## config.mk

```make
export PLATFORM = sky130hd
export DESIGN_NAME = dts_ram
export DESIGN_NICKNAME = d
export VERILOG_FILES = /design/src/hw/rtl/dfs_topological_sort_top_macros.svh /design/src/hw/rtl/dts_ram.sv
export SDC_FILE = /design/constraint.sdc
export NUM_CORES = 1
export LEC_CHECK = 0
export BUFFER_PORTS_ARGS = -buffer_cell sky130_fd_sc_hd__buf_4
export CAP_MARGIN = 0
export CORE_MARGIN = 2
export CORE_UTILIZATION = 65
export CTS_CLUSTER_SIZE = 12
export DETAILED_ROUTE_END_ITERATION = 16
export HOLD_SLACK_MARGIN = 0.08
export PLACE_DENSITY = 0.84
export SYNTH_ARGS = -nofsm -noshare
export SYNTH_HDL_FRONTEND = slang
export SYNTH_SLANG_ARGS = --single-unit
```

## constraint.sdc

```tcl
create_clock -name clk -period 3.5 [get_ports clk]
set_input_delay 0.7 -clock clk [delete_from_list [all_inputs] [get_ports clk]]
set_output_delay 0.7 -clock clk [all_outputs]
set_load 0.02 [all_outputs]
```

## src/hw/rtl/dfs_topological_sort_top_macros.svh

```systemverilog
// ----------------------------------------------------------------------------
// Assertion macros for the depth-first topological sort block
// Concurrent checks clocked on clk and disabled while rst_n is low.
// ----------------------------------------------------------------------------
`ifndef DFS_TOPOLOGICAL_SORT_TOP_MACROS_SVH
`define DFS_TOPOLOGICAL_SORT_TOP_MACROS_SVH

// Same-cycle implication.
`define DTS_ASSERT_IMP(lbl, ante, cons, msg) \
  lbl: assert property (@(posedge clk) disable iff (!rst_n) (ante) |-> (cons)) \
    else $error(msg);

// Next-cycle implication.
`define DTS_ASSERT_NXT(lbl, ante, cons, msg) \
  lbl: assert property (@(posedge clk) disable iff (!rst_n) (ante) |=> (cons)) \
    else $error(msg);

`endif

```

## src/hw/rtl/dts_ram.sv

```systemverilog
// ----------------------------------------------------------------------------
// dts_ram
// Generic RAM with one write port and one registered read port.
// ----------------------------------------------------------------------------
module dts_ram #(
  parameter int WIDTH = 8,
  parameter int DEPTH = 16
) (
  input  logic                                   clk,
  input  logic                                   wr_en,
  input  logic [((DEPTH > 1) ? $clog2(DEPTH) : 1)-1:0] wr_addr,
  input  logic [WIDTH-1:0]                       wr_data,
  input  logic                                   rd_en,
  input  logic [((DEPTH > 1) ? $clog2(DEPTH) : 1)-1:0] rd_addr,
  output logic [WIDTH-1:0]                       rd_data
);

  logic [WIDTH-1:0] mem_r [DEPTH];
  logic [WIDTH-1:0] rd_data_r;

  always_ff @(posedge clk) begin
    if (wr_en) begin
      mem_r[wr_addr] <= wr_data;
    end
    if (rd_en) begin
      rd_data_r <= mem_r[rd_addr];
    end
  end

  assign rd_data = rd_data_r;

endmodule

```

==> reports/qor.txt <==
========================================================================================
CP Launch Type                                                                 input pin
Final Hold Violating Endpoints                                                         0
First-pass GRT wire length                                                     16,140 um
Combinational share of power                                                        4.8%
Vias per Instance                                                                  6.696
Critical path class                                                            in -> reg
Number of synthesized register bits                                                  136
Startpoint of the worst register-to-register path                           mem_r[11][6]
Core area                                                                      7767 um^2
Pin slew with the least headroom to its limit                                   1.051 ns
Cts hold-fix bufs                                                                      0
Die Outline Area                                                               8776 um^2
Largest fanout of any net on the critical path                                        32
Switching power share of the total                                                19.86%
Inserted Clock Buffers                                                                17
Largest net degree at the start of global routing                                     33
Distinct cell type count after synthesis                                              18
Number of search-and-repair iterations in the first detailed-routing pass              5
Final-stage net count                                                                289
Clock tree from TritonCTS                                                           done
Largest buffer count on any clock path                                                 2
Growth of design area from synthesis to finish                                    16.08%
Number of global-route vias before repair                                          2,685
Min Tclk post-route                                                             1.957 ns
Worst ir drop on vdd                                                           0.3716 mV
Endpoint required time on the critical path                                      3.75 ns
Syn avg cell area                                                             22.83 um^2
Clock H-tree levels                                                                    4
Fillcell total                                                                       393
Clock slew at reported path FFs                                                  0.06 ns
Number of cells traversed by the worst register-to-register path                       3
Class of the most critical hold timing path                                    in -> reg
Total placed instance area                                                     5509 um^2
Slack of the worst reg-to-reg path                                               1.95 ns
Met1 layer usage reported by global route                                         40.67%
Routability congestion estimate from global placement                             0.7337
Post-Route Skew                                                              0.005749 ns
Number of antenna violations at the first check in global routing                      0
Cell Chain, Critical Path                                                   buf_4 > mux4_2 > a22oi_1 > nand2_1
Routing usage on met3                                                             7.705%
Internal Pwr Total                                                              2.983 mW
Number of gates given a new drive strength after cts                                   0
Maximum clock frequency                                                        510.9 MHz
Net count after synthesis                                                            248
Most crowded layer after global routing                                             met1
Effective utilization at floorplan                                                67.30%
Post-Synthesis Cell Area                                                       5228 um^2
Unrepaired setup endpoints after global routing                                    false
Non-filler cells, final                                                              385
Number of sinks driven by the clock tree                                             136
Final max-slew violation count                                                         0
GRT Resource Usage Total                                                          27.77%
# diodes                                                                               0
Proportion of layout cells with a drive suffix above 1                            27.21%
Wire per inst                                                                   28.19 um
Port Buf Inserts                                                                      26
Met2 capacity usage during global routing                                         40.60%
Final-layout worst hold slack                                                  0.4843 ns
GRT overflow                                                                           0
Worst-path cell with the longest stage delay                                sky130_fd_sc_hd__mux4_2
Post-CTS setup buffer count                                                            0
Cell area power density                                                     613.4 nW/um^2
Wirelength, routed                                                             10,850 um
Register area share after synthesis                                               78.12%
Root buf cell                                                               sky130_fd_sc_hd__clkbuf_8
Vias                                                                               2,578
Vertical die dimension                                                          93.68 um
Rows                                                                                  32
Max stage delay on crit path                                                     0.59 ns
Crit path arrival time                                                           2.21 ns
Drt first-iter violations                                                            330
Worst setup path startpoint                                                   rd_addr[0]
Net Switching                                                                  0.7392 mW
Crit Reg-Reg Endpoint                                                         rd_data[6]
Clock latency of the later-clocked register in the worst-skew pair               0.52 ns
Static leakage                                                                  2.038 nW
Max Cap Viol                                                                           0
Register share of total power                                                      49.6%
Slew HR                                                                           29.69%
Total setup violations reported at the end of the flow                                 0
Post-detailed-route DRC marker count                                                   0
Cells after DPL                                                                      353
Post-route cell area                                                           6068 um^2
Clock network power share                                                          45.6%
Crit share post-route                                                             55.92%
Crit path to                                                                  rd_data[6]
Synthesis Warnings                                                                     0
Final sum of negative setup slack                                                   0 ns
Floorplan die width                                                             93.68 um
Category of the worst setup path capture point                                      flop
Half-perimeter wire length of the detailed placement result                      5930 um
Number of antenna-violating nets in the routed design                                  0
Synthesized instance count                                                           229
Status                                                                         completed
IO Count                                                                              27
========================================================================================
[layout by cell type, fill, tap and decap left out]
cell                         netlist  layout
sky130_fd_sc_hd__clkbuf_16         0      16
sky130_fd_sc_hd__clkinv_2          0       5
sky130_fd_sc_hd__nand3b_1          2       2
sky130_fd_sc_hd__mux4_2           18      18
sky130_fd_sc_hd__nor3_1            4       4
sky130_fd_sc_hd__a22oi_1          16      16
sky130_fd_sc_hd__or3b_2            1       1
sky130_fd_sc_hd__clkinv_1          0       2
sky130_fd_sc_hd__clkbuf_8          0       1
sky130_fd_sc_hd__and2_1            1       1
sky130_fd_sc_hd__buf_4             1      32
sky130_fd_sc_hd__clkbuf_1          0       4
sky130_fd_sc_hd__bufinv_16         0       3
sky130_fd_sc_hd__nor2b_1           1       1
sky130_fd_sc_hd__nand2_1           9       9
sky130_fd_sc_hd__nand3_1           1       1
sky130_fd_sc_hd__nand2b_1          2       2
sky130_fd_sc_hd__and2b_1           1       1
sky130_fd_sc_hd__edfxtp_1        136     136
sky130_fd_sc_hd__clkinvlp_4        0       1
sky130_fd_sc_hd__mux4_1           14      14
sky130_fd_sc_hd__nor2_1           13      13
[flip-flops by register name (all words and copies together) (netlist names)]
register / count
mem_r: 128
rd_data: 8
[how the worst min path moves through the flow]
stage / from / to / slack, ns / cells past startpoint
floorplan: mem_r[7][0] / rd_data[0] / 0.70 / 3
global placement: mem_r[14][4] / rd_data[4] / 0.72 / 3
detailed placement: mem_r[14][4] / rd_data[4] / 0.74 / 3
finish: wr_data[3] / mem_r[12][3] / 0.48 / 1
global route: wr_data[1] / mem_r[15][1] / 0.48 / 1
CTS: wr_data[1] / mem_r[6][1] / 0.48 / 1
[stage by stage]
stage	worst slack (ns)	util (%)	power, mW
CTS	1.507	78.13	3.726
finish	1.543	78.13	3.722
global route	1.450	78.13	3.802
floorplan	1.307	-	1.979
detailed placement	1.022	70.92	2.055
global placement	1.009	70.92	2.048
[power groups by stage]
stage | Clock, mW | Combinational [mW] | Sequential (mW)
floorplan | 0 | 0.0926 | 1.89
global placement | 0 | 0.170 | 1.88
detailed placement | 0 | 0.175 | 1.88
CTS | 1.70 | 0.179 | 1.85
global route | 1.76 | 0.192 | 1.85
finish | 1.70 | 0.178 | 1.85
[layout make-up]
cell class	count	area (um^2)	area share, %
Clock buffer	21	429.2	7.072
Tap cell	102	127.6	2.103
Sequential cell	136	4084	67.30
Timing Repair Buffer	32	240.2	3.959
Clock inverter	11	130.1	2.144
Multi-Input combinational cell	83	1057	17.42
[critical path, delay by kind of cell]
kind,cells,cell delay (ns)
multiplexers,1,0.59
AO/OA/AOI/OAI,1,0.35
buffers and inverters,1,0.47
AND/OR/NAND/NOR,1,0.08
[Yosys cell counts]
cell | number | area (um^2)
sky130_fd_sc_hd__a22oi_1 | 16 | 120.1
sky130_fd_sc_hd__and2_1 | 1 | 6.260
sky130_fd_sc_hd__and2b_1 | 1 | 7.510
sky130_fd_sc_hd__buf_2 | 3 | 15.01
sky130_fd_sc_hd__buf_4 | 1 | 7.510
sky130_fd_sc_hd__buf_6 | 3 | 33.78
sky130_fd_sc_hd__clkdlybuf4s25_2 | 3 | 30.03
sky130_fd_sc_hd__edfxtp_1 | 136 | 4084
sky130_fd_sc_hd__mux4_1 | 14 | 367.9
sky130_fd_sc_hd__mux4_2 | 18 | 405.4
sky130_fd_sc_hd__nand2_1 | 9 | 33.78
sky130_fd_sc_hd__nand2b_1 | 2 | 12.51
sky130_fd_sc_hd__nand3_1 | 1 | 5.000
sky130_fd_sc_hd__nand3b_1 | 2 | 15.01
sky130_fd_sc_hd__nor2_1 | 13 | 48.80
sky130_fd_sc_hd__nor2b_1 | 1 | 6.260
sky130_fd_sc_hd__nor3_1 | 4 | 20.02
sky130_fd_sc_hd__or3b_2 | 1 | 8.760
[cells by family (layout without fill, tap and decap cells)]
family	Yosys count	count (layout)	share of synthesized area [%]
and+or+nand+nor	35	35	3.136
DFF	136	136	78.12
muxes	32	32	14.79
buffers and inverters	10	64	1.651
AOI/OAI and AO/OA	16	16	2.298
[per-layer routing]
layer	vias up	wire [um]
met4	0	297
met3	30	1078
met5	-	0
li1	1061	-
met1	1315	4338
met2	172	5139
No activity file was read; power rests on OpenSTA's default activity.
