File: src/hw/rtl/dfs_topological_sort_top_macros.svh
// ----------------------------------------------------------------------------
// Assertion macros for the depth-first topological sort block
// Concurrent checks clocked on clk and disabled while rst_n is low.
// ----------------------------------------------------------------------------
`ifndef DFS_TOPOLOGICAL_SORT_TOP_MACROS_SVH
`define DFS_TOPOLOGICAL_SORT_TOP_MACROS_SVH

// Same-cycle implication.
`define DTS_ASSERT_IMP(lbl, ante, cons, msg) \
  lbl: assert property (@(posedge clk) disable iff (!rst_n) (ante) |-> (cons)) \
    else $error(msg);

// Next-cycle implication.
`define DTS_ASSERT_NXT(lbl, ante, cons, msg) \
  lbl: assert property (@(posedge clk) disable iff (!rst_n) (ante) |=> (cons)) \
    else $error(msg);

`endif

File: src/hw/rtl/dts_pkg.sv
// ----------------------------------------------------------------------------
// dts_pkg
// Codes and shared types of the depth-first topological sort block.
// ----------------------------------------------------------------------------
package dts_pkg;

  // Width of the vertex fields and of the vertex count register.
  localparam int VTX_W = 7;

  localparam logic [1:0] KIND_EDGE  = 2'd0;
  localparam logic [1:0] KIND_RUN   = 2'd1;
  localparam logic [1:0] KIND_CLEAR = 2'd2;

  localparam logic [1:0] ST_VERTEX = 2'd0;
  localparam logic [1:0] ST_CYCLE  = 2'd1;
  localparam logic [1:0] ST_BAD    = 2'd2;
  localparam logic [1:0] ST_EMPTY  = 2'd3;

  // Control of the adjacency store.
  typedef struct packed {
    logic rd_en;
    logic wr_en;
    logic clr;
  } adj_ctl_t;

endpackage

File: src/hw/rtl/dts_ram.sv
// ----------------------------------------------------------------------------
// dts_ram
// Generic RAM with one write port and one registered read port.
// ----------------------------------------------------------------------------
module dts_ram #(
  parameter int WIDTH = 8,
  parameter int DEPTH = 16
) (
  input  logic                                   clk,
  input  logic                                   wr_en,
  input  logic [((DEPTH > 1) ? $clog2(DEPTH) : 1)-1:0] wr_addr,
  input  logic [WIDTH-1:0]                       wr_data,
  input  logic                                   rd_en,
  input  logic [((DEPTH > 1) ? $clog2(DEPTH) : 1)-1:0] rd_addr,
  output logic [WIDTH-1:0]                       rd_data
);

  logic [WIDTH-1:0] mem_r [DEPTH];
  logic [WIDTH-1:0] rd_data_r;

  always_ff @(posedge clk) begin
    if (wr_en) begin
      mem_r[wr_addr] <= wr_data;
    end
    if (rd_en) begin
      rd_data_r <= mem_r[rd_addr];
    end
  end

  assign rd_data = rd_data_r;

endmodule

File: src/hw/rtl/dts_adj_store.sv
// ----------------------------------------------------------------------------
// dts_adj_store
// Adjacency matrix rows in a RAM, with one valid bit per row so that a clear
// only has to reset the valid bits. A row that is not valid reads as all zero.
// ----------------------------------------------------------------------------
module dts_adj_store
  import dts_pkg::*;
#(
  parameter int MAX_VERTICES = 64
) (
  input  logic                          clk,
  input  logic                          rst_n,
  input  adj_ctl_t                      ctl,
  input  logic [((MAX_VERTICES > 1) ? $clog2(MAX_VERTICES) : 1)-1:0] rd_addr,
  input  logic [((MAX_VERTICES > 1) ? $clog2(MAX_VERTICES) : 1)-1:0] wr_addr,
  input  logic [MAX_VERTICES-1:0]       wr_row,
  output logic [MAX_VERTICES-1:0]       rd_row
);

  logic [MAX_VERTICES-1:0] row_valid_r;
  logic                    rd_valid_r;
  logic [MAX_VERTICES-1:0] ram_q;

  dts_ram #(
    .WIDTH(MAX_VERTICES),
    .DEPTH(MAX_VERTICES)
  ) u_rows (
    .clk    (clk),
    .wr_en  (ctl.wr_en),
    .wr_addr(wr_addr),
    .wr_data(wr_row),
    .rd_en  (ctl.rd_en),
    .rd_addr(rd_addr),
    .rd_data(ram_q)
  );

  always_ff @(posedge clk) begin
    if (!rst_n) begin
      row_valid_r <= '0;
      rd_valid_r  <= 1'b0;
    end else begin
      if (ctl.clr) begin
        row_valid_r <= '0;
      end else if (ctl.wr_en) begin
        row_valid_r[wr_addr] <= 1'b1;
      end
      if (ctl.rd_en) begin
        rd_valid_r <= row_valid_r[rd_addr];
      end
    end
  end

  assign rd_row = rd_valid_r ? ram_q : '0;

endmodule

File: config.mk
export PLATFORM = sky130hd
export DESIGN_NAME = dts_adj_store
export DESIGN_NICKNAME = d
export VERILOG_FILES = /design/src/hw/rtl/dfs_topological_sort_top_macros.svh /design/src/hw/rtl/dts_pkg.sv /design/src/hw/rtl/dts_ram.sv /design/src/hw/rtl/dts_adj_store.sv
export SDC_FILE = /design/constraint.sdc
export NUM_CORES = 2
export LEC_CHECK = 0
export BUFFER_PORTS_ARGS = -buffer_cell sky130_fd_sc_hd__buf_2
export CORE_ASPECT_RATIO = 1.75
export CORE_MARGIN = 2
export CORE_UTILIZATION = 40
export DETAILED_ROUTE_END_ITERATION = 6
export GPL_TIMING_DRIVEN = 0
export PLACE_DENSITY = 0.57
export RECOVER_POWER = 100
export SYNTH_ARGS = -nofsm -noshare
export SYNTH_HDL_FRONTEND = slang
export SYNTH_SLANG_ARGS = --single-unit
File: constraint.sdc
create_clock -name clk -period 7.5 [get_ports clk]
set_input_delay 0 -clock clk [delete_from_list [all_inputs] [get_ports clk]]
set_output_delay 0 -clock clk [all_outputs]
set_load 0.005 [all_outputs]
==> impl_metrics.toml <==
[power_and_ir_drop]
clkPwrFrac = 0.412
p_leak_nw = 55.3
power_density_nw_per_um2 = 268
power_frac_comb = 0.050
power.switching_mw = 10.4
p_int_mw = 38.3
switching_share = 0.214
ir_drop_v = 0.000206
p_seq_frac = 0.537
power_mw = 48.8

[clocking]
insertion_delay_ns = 0.94
clock_path_buffers = 4
path_clk_slew_ns = 0.07
cts-buffers-inserted = 384
root_buffer = "clkbuf_16"
cts_num_sinks = 4225
tritoncts = "yes"
htreeDepth = 5

[floorplanning]
initial_utilization = 0.401
num_rows = 307
die_w_microns = 482
die_area_sq_um = 405000
ios = 145
dieHeight_microns = 840
core_area_sq_um = 398000

[drt]
drc = 0
firstDrtPassIters = 6
avgRoutedWirePerCell_microns = 36.4
drt_first_iter_violations = 8227
antenna_left = 0
vias = 73100
avgViaCountPerCell = 5.79
wirelength_microns = 460000

[layout]
area_growth_pct = 13.8
nNetsFinal = 7111
layout.cells.non_filler = 12600
drive_gt1_frac = 0.289
fillers = 32700
fin_area_sq_um = 182000
regArea_sq_um = 126000
multi_input_area_sq_um = 32100

[timing]
tns_ns = 0
grt_setup_unrepaired = "false"
fin_crit_sh = 0.730
finalSetupViolCount = 0
finalHoldViolCount = 4
fin_skew_ns = 0.0432
fin_hold_ws_ns = -0.00511
slew_violations = 7662
relSlewSlack = -1.43
fmax_mhz = 183
worstMarginPinSlew_ns = 3.64
finalCriticalPeriod_ns = 5.48

[synthesis]
synthFlopType = "edfxtp_1"
mappedNetlistArea_sq_um = 160000
synth_edf_count = 4160
ys_types = 32
netlist_instances = 6167
ys_async_sr_fraction = 0
yosysSeqAreaShare = 0.790
syn_nets = 6248
syn_area_per_cell_sq_um = 25.9
yosys_register_bits = 4225
ys_warn_count = 0

[hold_path]
hold_path.class = "primary input to flop"
hp-start = "wr_addr[3]"
holdPathEnd = "u_rows.mem_r[48][3]"
hold_depth = 4

[global_routing]
track_usage = 0.226
grt_pass1_vias = 76900
overflow = 0
grt_pass1_wl_microns = 628000
grt_antenna_before_repair = 39
grt_max_degree = 65

[placement]
numPortBuffers = 137
place_hpwl_microns = 320000
gp_congestion = 0.762
dpl_cell_area_sq_um = 173000
placedCellCount = 11800

[setup_path]
cp_data_arrival_time_ns = 6.29
crit-reg2reg-launch = "row_valid_r[54]"
reg2reg_to = "rd_valid_r"
start_kind = "primary input"
end_kind = "flop"
cp.required_ns = 8.31
r2r_cells = 6
critical_path_class = "primary input to flop"
crit_fanout = 13
worstSetupStartpoint = "rd_addr[2]"
rrSetupSlack_ns = 5.04

[flow_run]
cap_violations = 267

[run_status]
violations = "negative hold slack, max-capacitance violations, max-slew violations"
status = "complete, but fails checks"
==> power groups by stage <==
stage,Combinational [mW],Clock (mW),Sequential (mW)
finish,2.45,20.1,26.2
floorplan,1.27,0,26.7
CTS,2.55,20.4,26.2
global placement,2.38,0,26.7
global route,2.56,21.3,26.2
detailed placement,2.51,0,26.7
==> layout make-up <==
type / instances / share of cell area
multi-input combinational: 1615 / 0.177
antenna: 31 / 0.000427
timing repair buffer: 477 / 0.0158
sequential: 4225 / 0.694
clock inverter: 249 / 0.0144
clock buffer: 452 / 0.0547
tap: 5253 / 0.0361
buffer: 327 / 0.00784
==> cells by family after synthesis <==
group,synth area share
multiplexers,0.192
buffers and inverters,0.00879
AND/OR/NAND/NOR,0.00566
AO/OA/AOI/OAI,0.00365
flip-flops,0.790
==> synth_stat cells (2+ instances only) <==
cell,n,area [sq um]
and3b_1,3,26.3
mux4_2,1356,30500
or2_2,2,12.5
mux2_2,2,22.5
nand4_1,3,18.8
buf_2,87,435
o311ai_0,2,17.5
and2_1,64,400
dfxtp_1,65,1300
o21a_1,64,480
edfxtp_1,4160,125000
nor3_1,4,20.0
nor2_1,63,236
buf_1,42,158
nand2b_1,7,43.8
clkbuf_1,184,691
buf_4,10,75.1
nand2_1,5,18.8
o31ai_1,2,15.0
nand3_1,10,50.1
a21oi_1,4,20.0
a22o_1,2,17.5
nor2b_1,8,50.1
mux2i_1,6,60.1
and3_1,2,12.5
buf_6,4,45.0
==> sequential cells by signal, summed over array words and instances (netlist names) <==
| signal | cells |
|---|---|
| u_rows.mem_r | 4096 |
| row_valid_r | 64 |
| u_rows.rd_data | 64 |
| rd_valid_r | 1 |
==> critical path, cell delays in order <==
cell	delay [ns]
clkbuf_1	0.25
clkbuf_1	1.85
clkbuf_1	1.38
clkbuf_1	0.72
mux4_2	0.48
a22o_1	0.26
o31ai_1	0.23
o2111ai_1	0.18
a41o_1	0.29
dlygate4sd3_1	0.56
==> layout by cell type, fill, tap and decap left out, types with 5 or more instances in the layout <==
| cell | netlist | layout |
|---|---|---|
| nand2b_1 | 7 | 7 |
| buf_4 | 10 | 10 |
| clkinv_8 | 0 | 6 |
| inv_6 | 0 | 12 |
| buf_12 | 0 | 27 |
| buf_2 | 87 | 147 |
| dfxtp_1 | 65 | 65 |
| clkbuf_16 | 0 | 388 |
| mux4_2 | 1356 | 1356 |
| clkbuf_1 | 184 | 545 |
| bufinv_16 | 0 | 49 |
| nor2_1 | 63 | 63 |
| clkinvlp_4 | 0 | 10 |
| and2_1 | 64 | 10 |
| buf_1 | 42 | 34 |
| clkinv_1 | 0 | 82 |
| diode_2 | 0 | 31 |
| dlygate4sd3_1 | 0 | 79 |
| nand2_1 | 5 | 5 |
| clkbuf_2 | 0 | 18 |
| nand3_1 | 10 | 10 |
| edfxtp_1 | 4160 | 4160 |
| and2_0 | 0 | 54 |
| nor2b_1 | 8 | 8 |
| clkinv_2 | 0 | 79 |
| o21a_1 | 64 | 64 |
| mux2i_1 | 6 | 6 |
==> worst max path at each step <==
stage / slack, ns / to
after CTS: 3.87 / u_rows.rd_data[39]
after global placement: -5.84 / u_rows.mem_r[40][61]
after detailed placement: 2.85 / u_rows.rd_data[36]
after floorplan: 2.05 / u_rows.mem_r[40][0]
after global routing: 2.01 / rd_valid_r
final: 2.02 / rd_valid_r
==> metrics by stage <==
step / setup slack, ns / utilization / hold WS (ns)
after floorplan: 2.05 / - / 0.0989
after global placement: -5.84 / 0.419 / 0.312
after detailed placement: 2.85 / 0.433 / 0.314
after CTS: 3.87 / 0.467 / 0.00724
after global routing: 2.01 / 0.456 / -0.0410
final: 2.02 / 0.457 / -0.00511
==> per-layer routing <==
metal / GRT usage / share of wire / vias to the layer above
met4: 0.0944 / 0.049 / 12
li1: - / - / 28800
met5: 0 / 0.00020 / -
met2: 0.421 / 0.55 / 2990
met3: 0.0315 / 0.058 / 885
met1: 0.258 / 0.34 / 40400
==> what timing repair did <==
action / in CTS / in global routing
hold buffers: 79 / 0
hold endpoints to repair: 4303 / 0
endpoints found under the setup margin: 0 / 0
buffers inserted: 0 / 0
resized for setup: 0 / 0
Note: power is estimated with default switching activity, not from simulation.
